File: config.mk
export PLATFORM = sky130hd
export DESIGN_NAME = stroke_append_bounds_validator_top
export DESIGN_NICKNAME = d
export VERILOG_FILES = /design/src/hw/rtl/sabv_pkg.sv /design/src/hw/rtl/stroke_append_bounds_validator_top.sv /design/src/hw/rtl/sabv_sample.sv
export VERILOG_INCLUDE_DIRS = /design/src /design/src/hw/rtl
export SDC_FILE = /design/constraint.sdc
export NUM_CORES = 1
export LEC_CHECK = 0
export BUFFER_PORTS_ARGS = -buffer_cell sky130_fd_sc_hd__buf_2
export CAP_MARGIN = 20
export CORE_ASPECT_RATIO = 0.5
export CORE_MARGIN = 4
export CORE_UTILIZATION = 40
export CTS_BUF_LIST = sky130_fd_sc_hd__clkbuf_8
export DETAILED_ROUTE_END_ITERATION = 6
export SLEW_MARGIN = 0
export SYNTH_ARGS = -nofsm -noshare
export SYNTH_HDL_FRONTEND = slang
export SYNTH_SLANG_ARGS = --single-unit
File: constraint.sdc
create_clock -name clk_i -period 8.64 [get_ports clk_i]
set_clock_uncertainty 0.05 [all_clocks]
set_input_delay 0.432 -clock clk_i [delete_from_list [all_inputs] [get_ports clk_i]]
set_output_delay 0.432 -clock clk_i [all_outputs]
set_load 0.01 [all_outputs]
File: src/hw/rtl/stroke_append_bounds_validator_top_assert.svh
// Assertion macros for the stroke append bounds validator.
// Each property is sampled on clk_i and disabled while rst_ni is low.
`ifndef STROKE_APPEND_BOUNDS_VALIDATOR_TOP_ASSERT_SVH
`define STROKE_APPEND_BOUNDS_VALIDATOR_TOP_ASSERT_SVH

// Same-cycle implication.
`define SABV_ASSERT_IMPL(label, ante, cons, msg) \
  label: assert property (@(posedge clk_i) disable iff (!rst_ni) (ante) |-> (cons)) \
    else $error(msg);

// Next-cycle implication.
`define SABV_ASSERT_NEXT(label, ante, cons, msg) \
  label: assert property (@(posedge clk_i) disable iff (!rst_ni) (ante) |=> (cons)) \
    else $error(msg);

`endif

File: src/hw/rtl/sabv_pkg.sv
package sabv_pkg;

  localparam int WORLD_WIDTH  = 1024;
  localparam int WORLD_HEIGHT = 768;

  localparam int ACC_W = 18;
  localparam int RQ_W  = 11;

  // Quarter-pixel limits of the world.
  localparam logic [ACC_W-1:0] X_LIMIT = ACC_W'(4 * WORLD_WIDTH);
  localparam logic [ACC_W-1:0] Y_LIMIT = ACC_W'(4 * WORLD_HEIGHT);

  // Radius rounding from 1/256 px up to 1/4 px.
  localparam logic [16:0] RADIUS_ROUND = 17'd63;
  localparam int          RADIUS_SHIFT = 6;   // divide by 64

  localparam logic [ACC_W:0] CEIL_ADD = (ACC_W+1)'(3);

  localparam logic [16:0] LEN_SAT = 17'h10000;
  localparam logic [31:0] REV_MAX = 32'hFFFF_FFFF;

  localparam logic [16:0] WIDTH_PX  = 17'(WORLD_WIDTH);
  localparam logic [16:0] HEIGHT_PX = 17'(WORLD_HEIGHT);

  // Op codes
  localparam logic OP_SAMPLE = 1'b0;
  localparam logic OP_CLEAR  = 1'b1;

  // Tool codes
  localparam logic [1:0] TOOL_PEN    = 2'd0;
  localparam logic [1:0] TOOL_ERASER = 2'd1;

  // Config register indexes
  localparam logic CFG_RECORD_CAP = 1'b0;
  localparam logic CFG_SAMPLE_CAP = 1'b1;

  typedef struct packed {
    logic        op;
    logic [15:0] x_qpel;
    logic [15:0] y_qpel;
    logic [15:0] radius_fine;
    logic [31:0] stamp_ms;
    logic [1:0]  stroke_tool;
    logic [31:0] stroke_color;
    logic        last_sample;
  } sabv_in_t;

  typedef struct packed {
    logic        accepted;
    logic [15:0] record_index;
    logic [31:0] revision;
    logic [23:0] sample_start;
    logic [15:0] samples_in_stroke;
    logic [13:0] bound_left;
    logic [13:0] bound_top;
    logic [13:0] bound_right;
    logic [13:0] bound_bottom;
    logic        record_tool;
    logic [31:0] record_color;
  } sabv_out_t;

  // Extent and static validity of one sample.
  typedef struct packed {
    logic [ACC_W-1:0] lo_x;
    logic [ACC_W-1:0] lo_y;
    logic [ACC_W-1:0] hi_x;
    logic [ACC_W-1:0] hi_y;
    logic             bad;
  } sample_ext_t;

endpackage

File: src/hw/rtl/stroke_append_bounds_validator_top.sv
// Channel   Direction  Signals                                  Transfer when
// in        input      in_valid_i, in_stall_o, in_data_i        valid high, stall low
// out       output     out_valid_o, out_stall_i, out_data_o     valid high, stall low
// cfg       input      cfg_valid_i, cfg_ready_o, cfg_index_i,   valid and ready high
//                      cfg_data_i
//
// One input item per cycle while in_stall_o is low. A final sample passes
// through the input register and then the result register to give its record.
// The counters and stroke accumulators update as the item leaves the input register.
// Reset clears counters, capacities and both valid flags and restarts the accumulators.
// A stalled result holds the input register; out_stall_i reaches in_stall_o
// only while both registers are full.
`include "stroke_append_bounds_validator_top_assert.svh"

module stroke_append_bounds_validator_top (
  input  logic                clk_i,
  input  logic                rst_ni,
  input  logic                in_valid_i,
  output logic                in_stall_o,
  input  sabv_pkg::sabv_in_t  in_data_i,
  output logic                out_valid_o,
  input  logic                out_stall_i,
  output sabv_pkg::sabv_out_t out_data_o,
  input  logic                cfg_valid_i,
  output logic                cfg_ready_o,
  input  logic                cfg_index_i,
  input  logic [23:0]         cfg_data_i
);

  // Input register
  logic               s1_valid_q;
  sabv_pkg::sabv_in_t s1_data_q;
  logic               s1_fire, advance, in_fire;

  // Config
  logic [15:0] rec_cap_q;
  logic [23:0] smp_cap_q;

  // Counters and stroke accumulators
  logic [15:0]               ops_q, ops_d;
  logic [23:0]               samp_q, samp_d;
  logic [31:0]               rev_q, rev_d;
  logic [16:0]               len_q, len_d;
  logic [sabv_pkg::ACC_W-1:0] min_x_q, min_x_d, min_y_q, min_y_d;
  logic [sabv_pkg::ACC_W-1:0] max_x_q, max_x_d, max_y_q, max_y_d;
  logic [31:0]               prev_t_q, prev_t_d;
  logic                      inv_q, inv_d;

  // Result register
  logic                out_valid_q, out_valid_d;
  sabv_pkg::sabv_out_t out_data_q, out_data_d;

  sabv_pkg::sample_ext_t ext;

  logic [16:0]                len_new;
  logic                       inv_new, time_bad;
  logic [sabv_pkg::ACC_W-1:0] min_x_new, min_y_new, max_x_new, max_y_new;
  logic [23:0]                free_space;
  logic [sabv_pkg::ACC_W:0]   x_ceil_sum, y_ceil_sum;
  logic [16:0]                x1, y1;
  logic                       is_clear, is_last, ok;

  sabv_sample u_sample (
    .sample_i (s1_data_q),
    .ext_o    (ext)
  );

  assign advance    = !out_valid_q || !out_stall_i;
  assign s1_fire    = s1_valid_q && advance;
  assign in_stall_o = s1_valid_q && !advance;
  assign in_fire    = in_valid_i && !in_stall_o;

  assign cfg_ready_o = 1'b1;
  assign out_valid_o = out_valid_q;
  assign out_data_o  = out_data_q;

  // Per-sample combine with the running stroke state
  always_comb begin
    is_clear  = (s1_data_q.op == sabv_pkg::OP_CLEAR);
    is_last   = !is_clear && s1_data_q.last_sample;
    len_new   = (len_q == sabv_pkg::LEN_SAT) ? len_q : len_q + 17'd1;
    time_bad  = (len_q != '0) && (s1_data_q.stamp_ms < prev_t_q);
    inv_new   = inv_q || ext.bad || time_bad;
    min_x_new = (ext.lo_x < min_x_q) ? ext.lo_x : min_x_q;
    min_y_new = (ext.lo_y < min_y_q) ? ext.lo_y : min_y_q;
    max_x_new = (ext.hi_x > max_x_q) ? ext.hi_x : max_x_q;
    max_y_new = (ext.hi_y > max_y_q) ? ext.hi_y : max_y_q;

    // free space counts as zero once the capacity was lowered below the fill
    free_space = (samp_q <= smp_cap_q) ? smp_cap_q - samp_q : '0;

    ok = (rec_cap_q != '0) && (smp_cap_q != '0) &&
         !len_new[16] &&
         (ops_q < rec_cap_q) &&
         (rev_q != sabv_pkg::REV_MAX) &&
         (24'(len_new) <= free_space) &&
         (s1_data_q.stroke_tool == sabv_pkg::TOOL_PEN ||
          s1_data_q.stroke_tool == sabv_pkg::TOOL_ERASER) &&
         !inv_new;

    x_ceil_sum = {1'b0, max_x_new} + sabv_pkg::CEIL_ADD;
    y_ceil_sum = {1'b0, max_y_new} + sabv_pkg::CEIL_ADD;
    x1 = (x_ceil_sum[sabv_pkg::ACC_W:2] > sabv_pkg::WIDTH_PX) ?
         sabv_pkg::WIDTH_PX : x_ceil_sum[sabv_pkg::ACC_W:2];
    y1 = (y_ceil_sum[sabv_pkg::ACC_W:2] > sabv_pkg::HEIGHT_PX) ?
         sabv_pkg::HEIGHT_PX : y_ceil_sum[sabv_pkg::ACC_W:2];
  end

  // Next state of counters and accumulators
  always_comb begin
    ops_d    = ops_q;
    samp_d   = samp_q;
    rev_d    = rev_q;
    len_d    = len_q;
    min_x_d  = min_x_q;
    min_y_d  = min_y_q;
    max_x_d  = max_x_q;
    max_y_d  = max_y_q;
    prev_t_d = prev_t_q;
    inv_d    = inv_q;
    if (s1_fire) begin
      if (is_clear || is_last) begin
        len_d    = '0;
        min_x_d  = sabv_pkg::X_LIMIT;
        min_y_d  = sabv_pkg::Y_LIMIT;
        max_x_d  = '0;
        max_y_d  = '0;
        prev_t_d = '0;
        inv_d    = 1'b0;
      end else begin
        len_d    = len_new;
        min_x_d  = min_x_new;
        min_y_d  = min_y_new;
        max_x_d  = max_x_new;
        max_y_d  = max_y_new;
        prev_t_d = s1_data_q.stamp_ms;
        inv_d    = inv_new;
      end
      if (is_clear) begin
        ops_d  = '0;
        samp_d = '0;
        rev_d  = '0;
      end else if (is_last && ok) begin
        ops_d  = ops_q + 16'd1;
        samp_d = samp_q + 24'(len_new);
        rev_d  = rev_q + 32'd1;
      end
    end
  end

  // Result register load
  always_comb begin
    out_valid_d = out_valid_q && out_stall_i;
    out_data_d  = out_data_q;
    if (s1_fire && is_last) begin
      out_valid_d = 1'b1;
      out_data_d  = '0;
      if (ok) begin
        out_data_d.accepted          = 1'b1;
        out_data_d.record_index      = ops_q;
        out_data_d.revision          = rev_q + 32'd1;
        out_data_d.sample_start      = samp_q;
        out_data_d.samples_in_stroke = len_new[15:0];
        out_data_d.bound_left        = min_x_new[15:2];
        out_data_d.bound_top         = min_y_new[15:2];
        out_data_d.bound_right       = x1[13:0];
        out_data_d.bound_bottom      = y1[13:0];
        out_data_d.record_tool       = s1_data_q.stroke_tool[0];
        out_data_d.record_color      = s1_data_q.stroke_color;
      end
    end
  end

  always_ff @(posedge clk_i or negedge rst_ni) begin
    if (!rst_ni) begin
      s1_valid_q  <= 1'b0;
      out_valid_q <= 1'b0;
      rec_cap_q   <= '0;
      smp_cap_q   <= '0;
      ops_q       <= '0;
      samp_q      <= '0;
      rev_q       <= '0;
      len_q       <= '0;
      min_x_q     <= sabv_pkg::X_LIMIT;
      min_y_q     <= sabv_pkg::Y_LIMIT;
      max_x_q     <= '0;
      max_y_q     <= '0;
      prev_t_q    <= '0;
      inv_q       <= 1'b0;
    end else begin
      if (in_fire) begin
        s1_valid_q <= 1'b1;
      end else if (s1_fire) begin
        s1_valid_q <= 1'b0;
      end
      out_valid_q <= out_valid_d;
      if (cfg_valid_i && cfg_ready_o) begin
        case (cfg_index_i)
          sabv_pkg::CFG_RECORD_CAP: rec_cap_q <= cfg_data_i[15:0];
          sabv_pkg::CFG_SAMPLE_CAP: smp_cap_q <= cfg_data_i;
          default: ;
        endcase
      end
      ops_q    <= ops_d;
      samp_q   <= samp_d;
      rev_q    <= rev_d;
      len_q    <= len_d;
      min_x_q  <= min_x_d;
      min_y_q  <= min_y_d;
      max_x_q  <= max_x_d;
      max_y_q  <= max_y_d;
      prev_t_q <= prev_t_d;
      inv_q    <= inv_d;
    end
  end

  always_ff @(posedge clk_i) begin
    if (in_fire) begin
      s1_data_q <= in_data_i;
    end
    out_data_q <= out_data_d;
  end

  `SABV_ASSERT_IMPL(a_reject_zero, out_valid_o && !out_data_o.accepted, out_data_o == '0, "rejected record carries nonzero fields")
  `SABV_ASSERT_IMPL(a_bounds_order, out_valid_o && out_data_o.accepted, (out_data_o.bound_left <= out_data_o.bound_right) && (out_data_o.bound_top <= out_data_o.bound_bottom), "accepted record has inverted bounds")
  `SABV_ASSERT_NEXT(a_clear_zeroes, s1_fire && is_clear, (ops_q == '0) && (samp_q == '0) && (rev_q == '0), "clear did not zero counters")
  `SABV_ASSERT_NEXT(a_rev_step, s1_fire && is_last && ok, rev_q == $past(rev_q) + 32'd1, "accepted stroke did not advance revision")
  `SABV_ASSERT_IMPL(a_stall_full, in_stall_o, s1_valid_q && out_valid_q, "input stalled with a free stage")

endmodule

File: src/hw/rtl/sabv_sample.sv
module sabv_sample (
  input  sabv_pkg::sabv_in_t    sample_i,
  output sabv_pkg::sample_ext_t ext_o
);

  logic [16:0]                  rad_sum;
  logic [sabv_pkg::RQ_W-1:0]    rq;
  logic [15:0]                  rq16;

  assign rad_sum = {1'b0, sample_i.radius_fine} + sabv_pkg::RADIUS_ROUND;
  assign rq      = rad_sum[sabv_pkg::RADIUS_SHIFT +: sabv_pkg::RQ_W];
  assign rq16    = 16'(rq);

  always_comb begin
    ext_o.lo_x = (sample_i.x_qpel > rq16) ?
                 sabv_pkg::ACC_W'(sample_i.x_qpel - rq16) : '0;
    ext_o.lo_y = (sample_i.y_qpel > rq16) ?
                 sabv_pkg::ACC_W'(sample_i.y_qpel - rq16) : '0;
    ext_o.hi_x = sabv_pkg::ACC_W'(sample_i.x_qpel) + sabv_pkg::ACC_W'(rq);
    ext_o.hi_y = sabv_pkg::ACC_W'(sample_i.y_qpel) + sabv_pkg::ACC_W'(rq);
    ext_o.bad  = (sabv_pkg::ACC_W'(sample_i.x_qpel) > sabv_pkg::X_LIMIT) ||
                 (sabv_pkg::ACC_W'(sample_i.y_qpel) > sabv_pkg::Y_LIMIT) ||
                 (sample_i.radius_fine == '0);
  end

endmodule

==> results.txt <==
The worst setup slack for register-to-register paths is 1390 ps. The highest layer touched by signal routing is met4. The critical path required time is 9250 ps. The die area is 80,870 µm².

The number of global-route vias before repair is 24.12k. In this run the power density over the cells is 188.2 nW/µm². In this run the critical register-to-register path is launched from s1_data_q[71]$_DFFE_PP_.

The worst hold path was traced through 4 stages. The most frequently used cell type in the post-synthesis netlist is edfxtp_1. The first TritonRoute pass finished after 5 iterations. The routed wire length on met2 came out at 40.49 mm. The xor/xnor cell area share of the yosys netlist came out at 0.04113. The delay of the slowest critical-path stage is 760 ps. The simple logic cell fraction of the synthesized area came out at 0.1599. Data arrives at the worst endpoint at 7860 ps. The worst setup path is launched from a flip-flop. Of the post-synthesis cell area, the dominant cell type holds 0.2899.

The area fraction in compound gates after synthesis came out at 0.1493. The library cell with the largest summed area after synthesis is edfxtp_1. The switching portion of total power is 0.3273. The vias per cell is 5.391. The first-pass GRT wire length is 136.1 mm. The layout overhead on the synthesized area is 18.70%.

Clock-pin slew was measured on the worst setup and hold paths at 70 ps. The number of antenna violations at the first check in global routing was 1. The number of warnings printed during yosys synthesis is 0. Of the cells placed in the final design, the portion with a size suffix greater than 1 is 0.1642. From bottom edge to top edge, the die measures 203.1 µm.

The flip-flop and latch count after synthesis came out at 528. The met1 wire length is 39.83 mm. The number of hold-slack violations in the final timing report came to 0. The count of instances resized after the clock tree is built is 0. The worst register-to-register path ends at min_x_q[8]$_DFFE_PN0P_. The buffer type at the clock tree root is clkbuf_8. The via count of the routed design is 24.20k. The pin count of the biggest net entering global routing came out at 90. For this design the total switching power over the nets is 2.226 mW. A synthesized cell averages 10.39 µm². By area the synthesized netlist is led by edfxtp_1 (29%), dfrtp_1 (19%), ha_1 (9.0%). The maximum level of the CTS H-tree came out at 3.

During placement, the flow inserted port buffers numbering 325. The share of the yosys chip area belonging to registers came out at 0.4824. In this run the core area contains 71 standard-cell rows.

The count of cells along the worst register-to-register path came out at 24. The worst pin sits at a relative slew slack of 0.3108. The total global routing track utilization is 0.2124.

In the synthesized netlist, the number of instances is 2,932. The x dimension of the die is 398.2 µm. The number of sinks on the clock net came out at 528. Among the stages of the critical path, the cell type that occurs most often is nor2_1. The global-route congestion overflow total is 0. In this run the post-CTS setup repair buffer count came out at 0. The share of flip-flops with an asynchronous set or reset came out at 0.4432.

The buffer and inverter count on the worst path came out at 0. The number of DRC markers after the initial detailed-route iteration is 1,763. The distinct cell type count after synthesis came out at 112. The worst setup path is captured at a flip-flop. IR analysis of the VDD net gives a maximum drop of 119.4 µV. Dividing the detail-routed wire length by the instance count gives 19.29 µm. The final worst-path cycle share is 0.8391.

Once detailed placement completed, the half-perimeter wirelength came to 61.01 mm. The initial core utilization came out at 0.4047. The net count of the finished layout came out at 3,765.

The most used flip-flop cell after synthesis is edfxtp_1. By count the netlist is led by edfxtp_1 (294), nor2_1 (260), dfrtp_1 (231), ha_1 (218), inv_1 (217). The path with the worst hold slack has its endpoint at rec_cap_q[10]$_DFFE_PN0P_. The core area came out at 75,240 µm². Of the post-synthesis cell area, the part taken by muxes is 0.02580. The I/O pin count is 327. The sum of routed wire length over all layers came out at 86.56 mm. The shortest period the worst path allows came out at 7250 ps. The global placement routability congestion came out at 0.8971. The number of max-slew violations in the final report is 0. The highest net fanout along the worst path came out at 25. The number of enable flip-flop cells after synthesis is 294. In this design, the largest share of critical-path delay is due to simple AND/OR/NAND/NOR gates. The clock latency on the worst-skew pair came out at 750 ps. The flow ran to the end, and the final reports show no timing, DRC or antenna violations. Summing every instance area after synthesis gives 30,450 µm².

The share of synthesized cell area in full adder, half adder and majority cells came out at 0.09397. The TritonCTS buffer count is 83. The tool flagged a number of max-cap violations equal to 0. TritonCTS built the clock tree. Traced cell by cell, the critical path runs through nor2_1 > nand2_1 > nand4_1 > nor2_1 > nand3_1 > nor2_1 > nand3_1 > xnor2_1 > ha_1 > nor4_1 > nand4_1 > nor4_1 > o21bai_1 > o311a_1 > and2_1 > nor2_1 > ha_1 > nand4_1 > or4b_2 > o211ai_1 > a221o_1 > nand2_1 > nand2_1 > a22o_1. The longest clock path from root to sink contains 3 buffers. The leakage power of the design came out at 15.60 nW.

Before CTS, the worst setup slack after placement is 1409 ps. The count of unresolved DRC violations after routing is 0. Counting the fill cells in the layout gives 6,996. The final worst hold slack came out at 132.6 ps. The critical path in this run is classified as reg2reg. The transition time at the pin with the least slew margin came out at 1034 ps.

The final setup violation count came out at 0. The relative contribution of combinational cells to total power is 0.244. The final worst setup slack is 1390 ps. The cell type of the slowest stage on the worst timing path is and2_1.

For this run, the top clock speed supported by timing is 0.1379 GHz. In this run the remaining antenna-violating nets after routing total 0. The total negative setup slack is 0 ps. The tightest min-delay check is of the in2reg type. The clock share of power came out at 0.318. The internal portion of total power is 4.576 mW.

The routed length on met3 is 3.998 mm. The portion of total power attributed to sequential cells is 0.439. The largest family of logic cells by synthesized area is simple AND/OR/NAND/NOR gates. The hold path startpoint is cfg_index_i. Setup repair after global routing left no endpoint under its margin.
-- logic make-up after synthesis --
| logic type | after synthesis |
|---|---|
| AOI/OAI and AO/OA | 644 |
| and+or+nand+nor | 970 |
| buffers and inverters | 346 |
| muxes | 74 |
| DFF | 528 |
| other | 2 |
| xor gates and xnor gates | 143 |
| adders and majority gates | 225 |
-- per-layer routing --
layer	track usage	up-vias
met4	0.06327	0
met5	0	-
met1	0.2908	11870
met3	0.03583	145
met2	0.3468	567
li1	-	11620
-- registers in the layout, summed over array words and instances (netlist names), 16 cells and up --
name / count
out_data_o: 178
smp_cap_q: 24
max_y_q: 18
rev_q: 32
len_q: 17
ops_q: 16
s1_data_q: 115
max_x_q: 18
prev_t_q: 32
min_y_q: 17
min_x_q: 17
samp_q: 24
rec_cap_q: 16
-- per-stage QoR --
stage | power [mW] | std cells | utilization | instance area [µm²]
6_report | 6.802 | 4488 | 0.4804 | 36140
5_1_grt | 7.226 | 4488 | 0.4804 | 36140
4_1_cts | 6.868 | 4484 | 0.4797 | 36090
3_5_place_dp | 4.617 | 4185 | 0.4389 | 33020
2_1_floorplan | 4.162 | 2938 | - | 30470
3_3_place_gp | 4.576 | 4184 | 0.4387 | 33010
-- worst reg2reg max path, stage by stage, from the launching register on --
cell and delay (ps):
edfxtp_1 330, nor2_1 50, nand2_1 160, nand4_1 170
nor2_1 220, nand3_1 150, nor2_1 270, nand3_1 130
xnor2_1 290, ha_1 430, nor4_1 350, nand4_1 140
nor4_1 380, o21bai_1 200, o311a_1 240, and2_1 760
nor2_1 170, ha_1 370, nand4_1 110, or4b_2 640
o211ai_1 180, a221o_1 560, nand2_1 110, nand2_1 500
a22o_1 230
-- power groups by stage --
stage               sequential, mW  combinational, mW  clock (mW)
global route                  3.00               1.86        2.36
finish                        2.98               1.66        2.16
global placement              3.02               1.55           0
detailed placement            3.03               1.59           0
floorplan                     2.99               1.17           0
CTS                           2.98               1.65        2.24
-- worst max-delay path by stage --
stage,cells past startpoint,end,from,slack [ps]
global placement,24,min_x_q[0]$_DFFE_PN0P_,s1_data_q[67]$_DFFE_PP_,1620
global route,24,min_x_q[7]$_DFFE_PN0P_,s1_data_q[70]$_DFFE_PP_,530
detailed placement,24,min_x_q[11]$_DFFE_PN0P_,s1_data_q[68]$_DFFE_PP_,1410
floorplan,28,out_data_o[88]$_SDFFCE_PN0P_,s1_data_q[67]$_DFFE_PP_,2390
CTS,24,min_x_q[0]$_DFFE_PN0P_,s1_data_q[71]$_DFFE_PP_,1420
finish,24,min_x_q[8]$_DFFE_PN0P_,s1_data_q[71]$_DFFE_PP_,1390
-- cells in the final DEF, fill, tap and decap left out, types with 40 or more instances in the layout --
cell / n
a21o_1: 56
nand4_1: 48
a21oi_1: 123
nand3_1: 100
nor3_1: 63
nand2_1: 207
and3_1: 79
o211ai_1: 40
xnor2_1: 90
edfxtp_1: 294
dlygate4sd3_1: 144
xor2_1: 53
inv_1: 244
o21ai_0: 150
dfrtp_1: 231
buf_2: 324
a22o_1: 49
nor2_1: 259
clkbuf_8: 86
ha_1: 218
-- timing repair --
item                                    4_1_cts  5_1_grt
endpoints found under the setup margin        0        0
hold buffers                                144        0
hold endpoints to repair                    210        0
-- area by class of cell --
class                           instances  area, µm²  area share
Clock buffer                           86       1184     0.03275
Clock inverter                         69      444.2     0.01229
Antenna cell                            1      2.502  0.00006923
Inverter                              219      827.0     0.02288
Sequential cell                       528      14690      0.4064
Timing Repair Buffer                  499       3347     0.09260
Tap cell                             1022       1279     0.03538
Multi-Input combinational cell       2064      14370      0.3977
Power figures use the tool's default switching activity.
